--- config.mk ---
export PLATFORM = sky130hd
export DESIGN_NAME = generational_slot_allocator_top
export DESIGN_NICKNAME = d
export VERILOG_FILES = /design/src/rtl/core/gsa_pkg.sv /design/src/rtl/core/generational_slot_allocator_top.sv
export VERILOG_INCLUDE_DIRS = /design/src /design/src/rtl/core
export SDC_FILE = /design/constraint.sdc
export NUM_CORES = 2
export LEC_CHECK = 0
export BUFFER_PORTS_ARGS = -buffer_cell sky130_fd_sc_hd__buf_2
export CAP_MARGIN = 20
export CORE_ASPECT_RATIO = 1.1
export CORE_MARGIN = 5
export CORE_UTILIZATION = 35
export CTS_BUF_LIST = sky130_fd_sc_hd__clkbuf_16
export DETAILED_ROUTE_END_ITERATION = 6
export GPL_TIMING_DRIVEN = 0
export PLACE_DENSITY = 0.63
export SYNTH_ARGS = -nofsm -noshare
export SYNTH_HDL_FRONTEND = slang
export SYNTH_SLANG_ARGS = --single-unit
--- constraint.sdc ---
create_clock -name clk -period 7.19 [get_ports clk]
set_clock_uncertainty 0.05 [all_clocks]
set_input_delay 1.7975 -clock clk [delete_from_list [all_inputs] [get_ports clk]]
set_output_delay 1.7975 -clock clk [all_outputs]
set_load 0.05 [all_outputs]
--- src/rtl/core/generational_slot_allocator_top_assert.svh ---
// Assertion macros for the slot allocator.
// Every check is sampled on the rising edge of clk and is off while rst_n is low.
`ifndef GENERATIONAL_SLOT_ALLOCATOR_TOP_ASSERT_SVH
`define GENERATIONAL_SLOT_ALLOCATOR_TOP_ASSERT_SVH

`ifndef SYNTHESIS

// The condition holds at every clock edge.
`define GSA_ASSERT_ALWAYS(lbl, cond) \
  lbl: assert property (@(posedge clk) disable iff (!rst_n) (cond)) \
    else $error("slot allocator check failed");

// When ante holds, cons holds on the same edge.
`define GSA_ASSERT_IMPLY(lbl, ante, cons) \
  lbl: assert property (@(posedge clk) disable iff (!rst_n) (ante) |-> (cons)) \
    else $error("slot allocator check failed");

`else

`define GSA_ASSERT_ALWAYS(lbl, cond)
`define GSA_ASSERT_IMPLY(lbl, ante, cons)

`endif

`endif

--- src/rtl/core/gsa_pkg.sv ---
`default_nettype none
package gsa_pkg;

  // Default sizing
  localparam int SLOTS_DEF    = 64;
  localparam int GEN_BITS_DEF = 16;

  // Request codes
  localparam logic [1:0] MODE_ALLOC   = 2'd0;
  localparam logic [1:0] MODE_RELEASE = 2'd1;
  localparam logic [1:0] MODE_QUERY   = 2'd2;
  localparam logic [1:0] MODE_FLUSH   = 2'd3;

  // Result status codes
  localparam logic [1:0] ST_OK        = 2'd0;
  localparam logic [1:0] ST_NOT_ALIVE = 2'd1;
  localparam logic [1:0] ST_FULL      = 2'd2;
  localparam logic [1:0] ST_NULL      = 2'd3;

endpackage
`default_nettype wire

--- src/rtl/core/generational_slot_allocator_top.sv ---
`default_nettype none
// Channel   Ports                                                    Role
// in        in_valid, in_stall, in_mode, in_slot_index,              request beat
//           in_handle_gen, in_defer_free, in_entry_present
// out       out_valid, out_stall, out_status, out_index,             result beat
//           out_gen, out_is_alive
//
// Allocate from a fresh slot, or a rejected allocate: straight to the result.
// Allocate from the free stack: a stack read, then a generation read.
// Release: one generation read-modify-write. Query: one generation read.
// A flush, or a release that is not deferred, adds a pending scan over the used
// slots, one slot a cycle. This scan sets the worst case.
// Reset clears the alive and pending bits, the counters and the control state. The
// generation and stack memories need no clearing pass.
// One request is worked on at a time. in_stall is high while it is busy. A result
// held by out_stall does not block the next request, which waits only to hand over
// its own result.
`include "generational_slot_allocator_top_assert.svh"

module generational_slot_allocator_top #(
  parameter int SLOTS    = gsa_pkg::SLOTS_DEF,
  parameter int GEN_BITS = gsa_pkg::GEN_BITS_DEF,
  localparam int IDX_W   = (SLOTS > 1) ? $clog2(SLOTS) : 1,
  localparam int CNT_W   = $clog2(SLOTS + 1)
) (
  input  wire logic                clk,
  input  wire logic                rst_n,
  // request channel
  input  wire logic                in_valid,
  output logic                     in_stall,
  input  wire logic [1:0]          in_mode,
  input  wire logic [IDX_W-1:0]    in_slot_index,
  input  wire logic [GEN_BITS-1:0] in_handle_gen,
  input  wire logic                in_defer_free,
  input  wire logic                in_entry_present,
  // result channel
  output logic                     out_valid,
  input  wire logic                out_stall,
  output logic [1:0]               out_status,
  output logic [IDX_W-1:0]         out_index,
  output logic [GEN_BITS-1:0]      out_gen,
  output logic                     out_is_alive
);

  // FSM codes
  localparam logic [2:0] S_IDLE = 3'd0;
  localparam logic [2:0] S_STK  = 3'd1;
  localparam logic [2:0] S_GEN  = 3'd2;
  localparam logic [2:0] S_SCAN = 3'd3;
  localparam logic [2:0] S_DONE = 3'd4;

  localparam logic [GEN_BITS-1:0] GEN_ONE = GEN_BITS'(1);

  // Memories
  logic [GEN_BITS-1:0] gen_mem [SLOTS];
  logic [IDX_W-1:0]    stk_mem [SLOTS];

  // Control and per-slot flags
  logic [2:0]          state_r, state_nxt;
  logic [SLOTS-1:0]    alive_r, alive_nxt;
  logic [SLOTS-1:0]    pending_r, pending_nxt;
  logic [CNT_W-1:0]    free_cnt_r, free_cnt_nxt;
  logic [CNT_W-1:0]    used_r, used_nxt;
  logic [CNT_W-1:0]    scan_ptr_r, scan_ptr_nxt;

  // Request held during the work
  logic [1:0]          op_r, op_nxt;
  logic [IDX_W-1:0]    idx_r, idx_nxt;
  logic [GEN_BITS-1:0] hgen_r, hgen_nxt;
  logic                defer_r, defer_nxt;

  // Result held until the output register is free
  logic [1:0]          res_status_r, res_status_nxt;
  logic [IDX_W-1:0]    res_index_r, res_index_nxt;
  logic [GEN_BITS-1:0] res_gen_r, res_gen_nxt;
  logic                res_alive_r, res_alive_nxt;

  // Output register
  logic                out_valid_r;
  logic [1:0]          out_status_r;
  logic [IDX_W-1:0]    out_index_r;
  logic [GEN_BITS-1:0] out_gen_r;
  logic                out_alive_r;

  // Memory ports
  logic                gen_we;
  logic [IDX_W-1:0]    gen_waddr;
  logic [GEN_BITS-1:0] gen_wdata;
  logic [IDX_W-1:0]    gen_raddr;
  logic [GEN_BITS-1:0] gen_rd_r;
  logic                stk_we;
  logic [IDX_W-1:0]    stk_waddr;
  logic [IDX_W-1:0]    stk_wdata;
  logic [IDX_W-1:0]    stk_raddr;
  logic [IDX_W-1:0]    stk_rd_r;

  logic                in_fire;
  logic                out_free;
  logic                hit;
  logic [GEN_BITS-1:0] gen_inc;
  logic [IDX_W-1:0]    scan_idx;

  assign in_stall  = (state_r != S_IDLE);
  assign in_fire   = in_valid && !in_stall;
  assign out_free  = !out_valid_r || !out_stall;
  assign scan_idx  = scan_ptr_r[IDX_W-1:0];

  // Handle check on the generation read back
  assign hit = (CNT_W'(idx_r) < used_r) && alive_r[idx_r] && (gen_rd_r == hgen_r);

  // Next generation, skipping zero on wrap
  always_comb begin
    gen_inc = gen_rd_r + GEN_ONE;
    if (gen_inc == '0) begin
      gen_inc = GEN_ONE;
    end
  end

  // Sequencer
  always_comb begin
    state_nxt      = state_r;
    alive_nxt      = alive_r;
    pending_nxt    = pending_r;
    free_cnt_nxt   = free_cnt_r;
    used_nxt       = used_r;
    scan_ptr_nxt   = scan_ptr_r;
    op_nxt         = op_r;
    idx_nxt        = idx_r;
    hgen_nxt       = hgen_r;
    defer_nxt      = defer_r;
    res_status_nxt = res_status_r;
    res_index_nxt  = res_index_r;
    res_gen_nxt    = res_gen_r;
    res_alive_nxt  = res_alive_r;
    gen_we         = 1'b0;
    gen_waddr      = idx_r;
    gen_wdata      = gen_inc;
    gen_raddr      = in_slot_index;
    stk_we         = 1'b0;
    stk_waddr      = free_cnt_r[IDX_W-1:0];
    stk_wdata      = scan_idx;
    stk_raddr      = IDX_W'(free_cnt_r - CNT_W'(1));

    case (state_r)
      S_IDLE: begin
        if (in_fire) begin
          op_nxt         = in_mode;
          idx_nxt        = in_slot_index;
          hgen_nxt       = in_handle_gen;
          defer_nxt      = in_defer_free;
          res_status_nxt = gsa_pkg::ST_OK;
          res_index_nxt  = '0;
          res_gen_nxt    = '0;
          res_alive_nxt  = 1'b0;
          scan_ptr_nxt   = '0;
          case (in_mode)
            gsa_pkg::MODE_ALLOC: begin
              if (!in_entry_present) begin
                res_status_nxt = gsa_pkg::ST_NULL;
                state_nxt      = S_DONE;
              end else if (free_cnt_r != '0) begin
                // pop the stack top; its data comes back next cycle
                free_cnt_nxt = free_cnt_r - CNT_W'(1);
                state_nxt    = S_STK;
              end else if (used_r < CNT_W'(SLOTS)) begin
                // fresh slot starts at generation one
                gen_we                         = 1'b1;
                gen_waddr                      = used_r[IDX_W-1:0];
                gen_wdata                      = GEN_ONE;
                alive_nxt[used_r[IDX_W-1:0]]   = 1'b1;
                pending_nxt[used_r[IDX_W-1:0]] = 1'b0;
                used_nxt                       = used_r + CNT_W'(1);
                res_index_nxt                  = used_r[IDX_W-1:0];
                res_gen_nxt                    = GEN_ONE;
                state_nxt                      = S_DONE;
              end else begin
                res_status_nxt = gsa_pkg::ST_FULL;
                state_nxt      = S_DONE;
              end
            end
            gsa_pkg::MODE_RELEASE, gsa_pkg::MODE_QUERY: begin
              state_nxt = S_GEN;
            end
            default: begin
              state_nxt = S_SCAN;
            end
          endcase
        end
      end

      S_STK: begin
        // popped slot known; fetch its generation
        idx_nxt   = stk_rd_r;
        gen_raddr = stk_rd_r;
        state_nxt = S_GEN;
      end

      S_GEN: begin
        case (op_r)
          gsa_pkg::MODE_ALLOC: begin
            alive_nxt[idx_r]   = 1'b1;
            pending_nxt[idx_r] = 1'b0;
            res_index_nxt      = idx_r;
            res_gen_nxt        = gen_rd_r;
            state_nxt          = S_DONE;
          end
          gsa_pkg::MODE_RELEASE: begin
            if (hit) begin
              gen_we             = 1'b1;
              alive_nxt[idx_r]   = 1'b0;
              pending_nxt[idx_r] = 1'b1;
              res_alive_nxt      = 1'b1;
              state_nxt          = defer_r ? S_DONE : S_SCAN;
            end else begin
              res_status_nxt = gsa_pkg::ST_NOT_ALIVE;
              state_nxt      = S_DONE;
            end
          end
          default: begin
            res_alive_nxt = hit;
            state_nxt     = S_DONE;
          end
        endcase
      end

      S_SCAN: begin
        // one slot a cycle, ascending, pending slots go onto the stack
        if (scan_ptr_r >= used_r) begin
          state_nxt = S_DONE;
        end else begin
          if (pending_r[scan_idx]) begin
            pending_nxt[scan_idx] = 1'b0;
            if (free_cnt_r < CNT_W'(SLOTS)) begin
              stk_we       = 1'b1;
              free_cnt_nxt = free_cnt_r + CNT_W'(1);
            end
          end
          scan_ptr_nxt = scan_ptr_r + CNT_W'(1);
        end
      end

      S_DONE: begin
        if (out_free) begin
          state_nxt = S_IDLE;
        end
      end

      default: begin
        state_nxt = S_IDLE;
      end
    endcase
  end

  // Control registers
  always_ff @(posedge clk) begin
    if (!rst_n) begin
      state_r     <= S_IDLE;
      alive_r     <= '0;
      pending_r   <= '0;
      free_cnt_r  <= '0;
      used_r      <= '0;
      scan_ptr_r  <= '0;
      out_valid_r <= 1'b0;
    end else begin
      state_r    <= state_nxt;
      alive_r    <= alive_nxt;
      pending_r  <= pending_nxt;
      free_cnt_r <= free_cnt_nxt;
      used_r     <= used_nxt;
      scan_ptr_r <= scan_ptr_nxt;
      if (state_r == S_DONE && out_free) begin
        out_valid_r <= 1'b1;
      end else if (!out_stall) begin
        out_valid_r <= 1'b0;
      end
    end
  end

  // Payload registers
  always_ff @(posedge clk) begin
    op_r         <= op_nxt;
    idx_r        <= idx_nxt;
    hgen_r       <= hgen_nxt;
    defer_r      <= defer_nxt;
    res_status_r <= res_status_nxt;
    res_index_r  <= res_index_nxt;
    res_gen_r    <= res_gen_nxt;
    res_alive_r  <= res_alive_nxt;
    if (state_r == S_DONE && out_free) begin
      out_status_r <= res_status_r;
      out_index_r  <= res_index_r;
      out_gen_r    <= res_gen_r;
      out_alive_r  <= res_alive_r;
    end
  end

  // Generation memory
  always_ff @(posedge clk) begin
    if (gen_we) begin
      gen_mem[gen_waddr] <= gen_wdata;
    end
    gen_rd_r <= gen_mem[gen_raddr];
  end

  // Free stack memory
  always_ff @(posedge clk) begin
    if (stk_we) begin
      stk_mem[stk_waddr] <= stk_wdata;
    end
    stk_rd_r <= stk_mem[stk_raddr];
  end

  assign out_valid    = out_valid_r;
  assign out_status   = out_status_r;
  assign out_index    = out_index_r;
  assign out_gen      = out_gen_r;
  assign out_is_alive = out_alive_r;

  // Checks
  `GSA_ASSERT_ALWAYS(a_free_le_used, free_cnt_r <= used_r)
  `GSA_ASSERT_ALWAYS(a_alive_pending_excl, (alive_r & pending_r) == '0)
  `GSA_ASSERT_IMPLY(a_gen_nonzero, gen_we, gen_wdata != '0)
  `GSA_ASSERT_IMPLY(a_scan_bound, state_r == S_SCAN, scan_ptr_r <= used_r)

endmodule
`default_nettype wire

==> results by stage <==
Logic synthesis:
- After technology mapping, the gate count stands at 5282.
- Sequential cells were found to cover 68.6% of the synthesized design area.
- Measured against the total synthesized area, the mux share comes to 6.24%.
- The most common flop cell mapped by yosys is sky130_fd_sc_hd__edfxtp_1.
- The number of library cell types mapped by synthesis is 67.
- The share of synthesized cell area in and, or, nand and nor gates is 12.6%.
- The compound-gate portion of the synthesized area is 9.11%.
- Yosys mapped a number of flops with a built-in enable equal to 1483.
- The post-synthesis instance area is 70000 um2.
- The main combinational cell family by area after synthesis is simple AND/OR/NAND/NOR gates.
- The number of synthesis warnings is 0.
- The number of nets produced by synthesis is 5332.
- The number of synthesized register bits is 1658.
- The area share of xor/xnor cells in the synthesized design is 0.613%.
- The fraction of the mapped netlist area in adder cells is 0.357%.
- The synthesized area per cell is 13.3 um2.
- The fraction of registers with async set/reset is 0%.

Status:
- The flow ran to the end, and the final reports show no timing, DRC or antenna violations.

Clocking:
- After clock tree synthesis, the clock-pin slew on the worst setup and hold paths is 60 ps.
- Post-CTS repair changed the size of 0 cells.
- The TritonCTS clock tree is yes.
- The tree built by TritonCTS fans out to 1658 sinks.
- The number of buffers inserted by post-CTS setup repair is 0.
- The buffer cell driving the clock tree root is sky130_fd_sc_hd__clkbuf_16.
- The number of buffers added to fix hold violations after cts is 0.
- No sink is reached through more buffers than the 3 on the longest clock path.
- The number of CTS-inserted buffers is 162.
- The later pin in the worst-skew pair is clocked with a latency of 820 ps.
- CTS built an H-tree with a depth of 4.

Placement:
- The total of buffers placed on input and output ports is 56.
- At the end of routability-driven placement, the weighted congestion stood at 1.07.
- The placed wire-length estimate after detailed placement is 155000 um.
- The post-place instance area is 75400 um2.

Worst setup path:
- For the worst setup path, the data arrival time is 6320 ps.
- STA classifies the critical path endpoint as a flop.
- For the worst setup path, the data required time is 7640 ps.
- In this run the worst path has a maximum fanout of 10.
- The reg-to-reg critical path startpoint is free_cnt_r[0]$_SDFFE_PN0P_.
- STA classifies the critical path startpoint as a flop.
- The launch point of the worst path is free_cnt_r[0]$_SDFFE_PN0P_.
- The critical path start-end classification is flop to flop.

STA:
- The final hold slack is 364 ps.
- The minimum clock period is 5870 ps.
- The worst-case headroom to the max-slew limit is 14.0%.
- Setup violations remaining at the end of the flow were counted as 0.
- The number of endpoints with negative hold slack in the final report is 0.
- For the pin with the worst max-slew slack, the measured transition is 1280 ps.
- The summed negative setup slack over all endpoints is 0 ps.
- The number of max-slew violations in the final report was 0.
- The top achievable clock speed is 170 MHz.
- Dividing the final minimum period by the clock period gives 81.7%.
- Setup repair after global routing left no endpoint under its margin.

Routing:
- The per-cell via count in the routed design is 5.85.
- The violation count after the first detailed-routing iteration is 6903.
- The remaining routing DRC violations is 0.
- Before antenna repair, the detailed router went through 6 iterations.
- After detailed routing, the average wire length per cell comes to 26.6 um.
- For this block, the routed nets add up to 223000 um of wire.
- Summing over every cut layer, the via total after detailed routing is 48900.
- In this run the remaining antenna-violating nets after routing total 0.

Floorplanning:
- The top-level port count is 57.
- The area of the core region is 199000 um2.
- The die covers 209000 um2.
- The die outline width is 436 um.
- Once the floorplan was initialized, standard cells occupied 35.1% of the core.
- The die outline height is 479 um.
- The floorplan has 172 rows.

Finish:
- Counting the fill cells in the layout gives 18300.
- The finished cells cover 80500 um2.
- The post-route netlist has 12.2% of its cells at a drive strength greater than 1.
- The number of nets in the layout is 5664.
- The total area of sequential cells is 48000 um2.
- The synthesis-to-layout area growth is 15.0%.
- The multi-input combinational cells in the finished layout cover a total of 20600 um2.
- The most common cell after layout, fill and taps aside is sky130_fd_sc_hd__edfxtp_1.
- Leaving out fill and tap cells, the most frequent cells in the layout are 1483 x sky130_fd_sc_hd__edfxtp_1, 1071 x sky130_fd_sc_hd__nand2_1, 344 x sky130_fd_sc_hd__nand3_1.

Power and ir drop:
- The internal power of the cells totals 0.0184 W.
- The proportion of power drawn by the clock network is 30.1%.
- The power spent charging and discharging nets is 0.00882 W.
- The logic gate share of total power is 26.1%.
- The maximum vdd ir drop is 0.289 mV.
- The power density over cell area is 338 nW/um2.
- Summed over all cells, the static leakage comes to 26.5 nW.
- In this run switching power makes up 32.4% of total power.
- Per report_power, the sequential group accounts for 43.8% of the total.

Global route:
- The via count of the first global-routing pass is 46700.
- The largest net degree at the start of global routing is 73.
- The number of antenna violations at the first check in global routing came to 8.
- Summed over all layers, the global routing overflow is 0.
- In the global route stage, overall resource usage came out at 20.5%.
- The wire length of the first global-routing pass is 320000 um.

Flow run:
- The number of max-capacitance violations reported is 0.

Min path:
- The type of the worst min-delay path is flop to flop.
- The worst hold path begins at res_gen_r[14]$_SDFFCE_PN0P_.
==> area by class of cell <==
| cell class | instances | share of cell area [%] |
|---|---|---|
| antenna | 11 | 0.0342 |
| buffer | 397 | 2.01 |
| clock buffer | 168 | 5.22 |
| clock inverter | 121 | 1.00 |
| inverter | 26 | 0.121 |
| multi-input combinational | 3201 | 25.6 |
| sequential | 1658 | 59.7 |
| tap | 2610 | 4.06 |
| timing repair buffer | 168 | 2.32 |
==> power groups by stage <==
stage	registers (W)	logic [W]	clock network, W
after floorplan	0.0121	0.00375	0
after global placement	0.0123	0.00629	0
after detailed placement	0.0121	0.00689	0
after CTS	0.0119	0.00692	0.00826
after global routing	0.0119	0.00743	0.00867
final	0.0119	0.00710	0.00818
==> per-stage QoR <==
stage / util (%) / setup WS (ps) / std cells / total power (W)
4_1_cts: 40.3 / 1330 / 8338 / 0.0271
3_5_place_dp: 37.8 / 928 / 8049 / 0.0190
2_1_floorplan: - / 413 / 5282 / 0.0159
5_1_grt: 40.4 / 1060 / 8357 / 0.0281
3_3_place_gp: 36.9 / -6510 / 7948 / 0.0186
6_report: 40.4 / 1320 / 8360 / 0.0272
==> path summary, 6_finish.rpt <==
check	cells after the start	end	slack (ps)
max	14	gen_mem[30][2]$_DFFE_PP_	1320
min	0	out_gen[14]$_DFFE_PP_	360
max reg2reg	14	gen_mem[30][2]$_DFFE_PP_	1320
min reg2reg	0	out_gen[14]$_DFFE_PP_	360
==> registers in the layout, summed over array words and instances, names as in the netlist, 7 cells and up, named ones only <==
register and flops:
used_r 7, scan_ptr_r 7, out_gen 16, free_cnt_r 7, res_gen_r 16, hgen_r 16
gen_mem 1024, stk_mem 384, gen_rd_r 16
==> metal layers <==
metal / track usage, % / up-vias / share of wire [%] / wire length (um)
met5: 0 / - / 0 / 0
li1: - / 21000 / - / -
met2: 32.9 / 2935 / 47 / 104000
met3: 4.25 / 575 / 9.8 / 21800
met4: 9.73 / 0 / 5.0 / 11100
met1: 26.8 / 24400 / 38 / 85500
==> kinds of logic after synthesis <==
kind of cell,after synthesis
flip-flops,1658
XOR/XNOR,49
adder cells (fa/ha/maj),20
multiplexers,238
buffers and inverters,423
AO/OA/AOI/OAI,913
AND/OR/NAND/NOR,1981
==> worst max-delay path: stages, from the launching register on <==
cell	delay [ps]
sky130_fd_sc_hd__dfxtp_1	320
sky130_fd_sc_hd__clkbuf_1	220
sky130_fd_sc_hd__clkbuf_1	440
sky130_fd_sc_hd__clkbuf_1	370
sky130_fd_sc_hd__inv_1	270
sky130_fd_sc_hd__ha_1	210
sky130_fd_sc_hd__nand3_1	290
sky130_fd_sc_hd__or3_1	410
sky130_fd_sc_hd__clkbuf_1	240
sky130_fd_sc_hd__nor2_1	570
sky130_fd_sc_hd__clkbuf_1	510
sky130_fd_sc_hd__a22oi_1	420
sky130_fd_sc_hd__buf_4	330
sky130_fd_sc_hd__nor2_1	570
sky130_fd_sc_hd__buf_4	320
==> Yosys cell counts (87+ instances only) <==
library cell / n / area share, %
sky130_fd_sc_hd__a311oi_1: 160 / 2.0
sky130_fd_sc_hd__a31oi_1: 96 / 0.86
sky130_fd_sc_hd__and3_1: 142 / 1.3
sky130_fd_sc_hd__clkbuf_1: 294 / 1.6
sky130_fd_sc_hd__dfxtp_1: 175 / 5.0
sky130_fd_sc_hd__edfxtp_1: 1483 / 64
sky130_fd_sc_hd__mux4_2: 158 / 5.1
sky130_fd_sc_hd__nand2_1: 1071 / 5.7
sky130_fd_sc_hd__nand3_1: 344 / 2.5
sky130_fd_sc_hd__nor2_1: 221 / 1.2
sky130_fd_sc_hd__o21ai_0: 221 / 1.6
sky130_fd_sc_hd__o31ai_1: 87 / 0.93
Power figures use the tool's default switching activity.
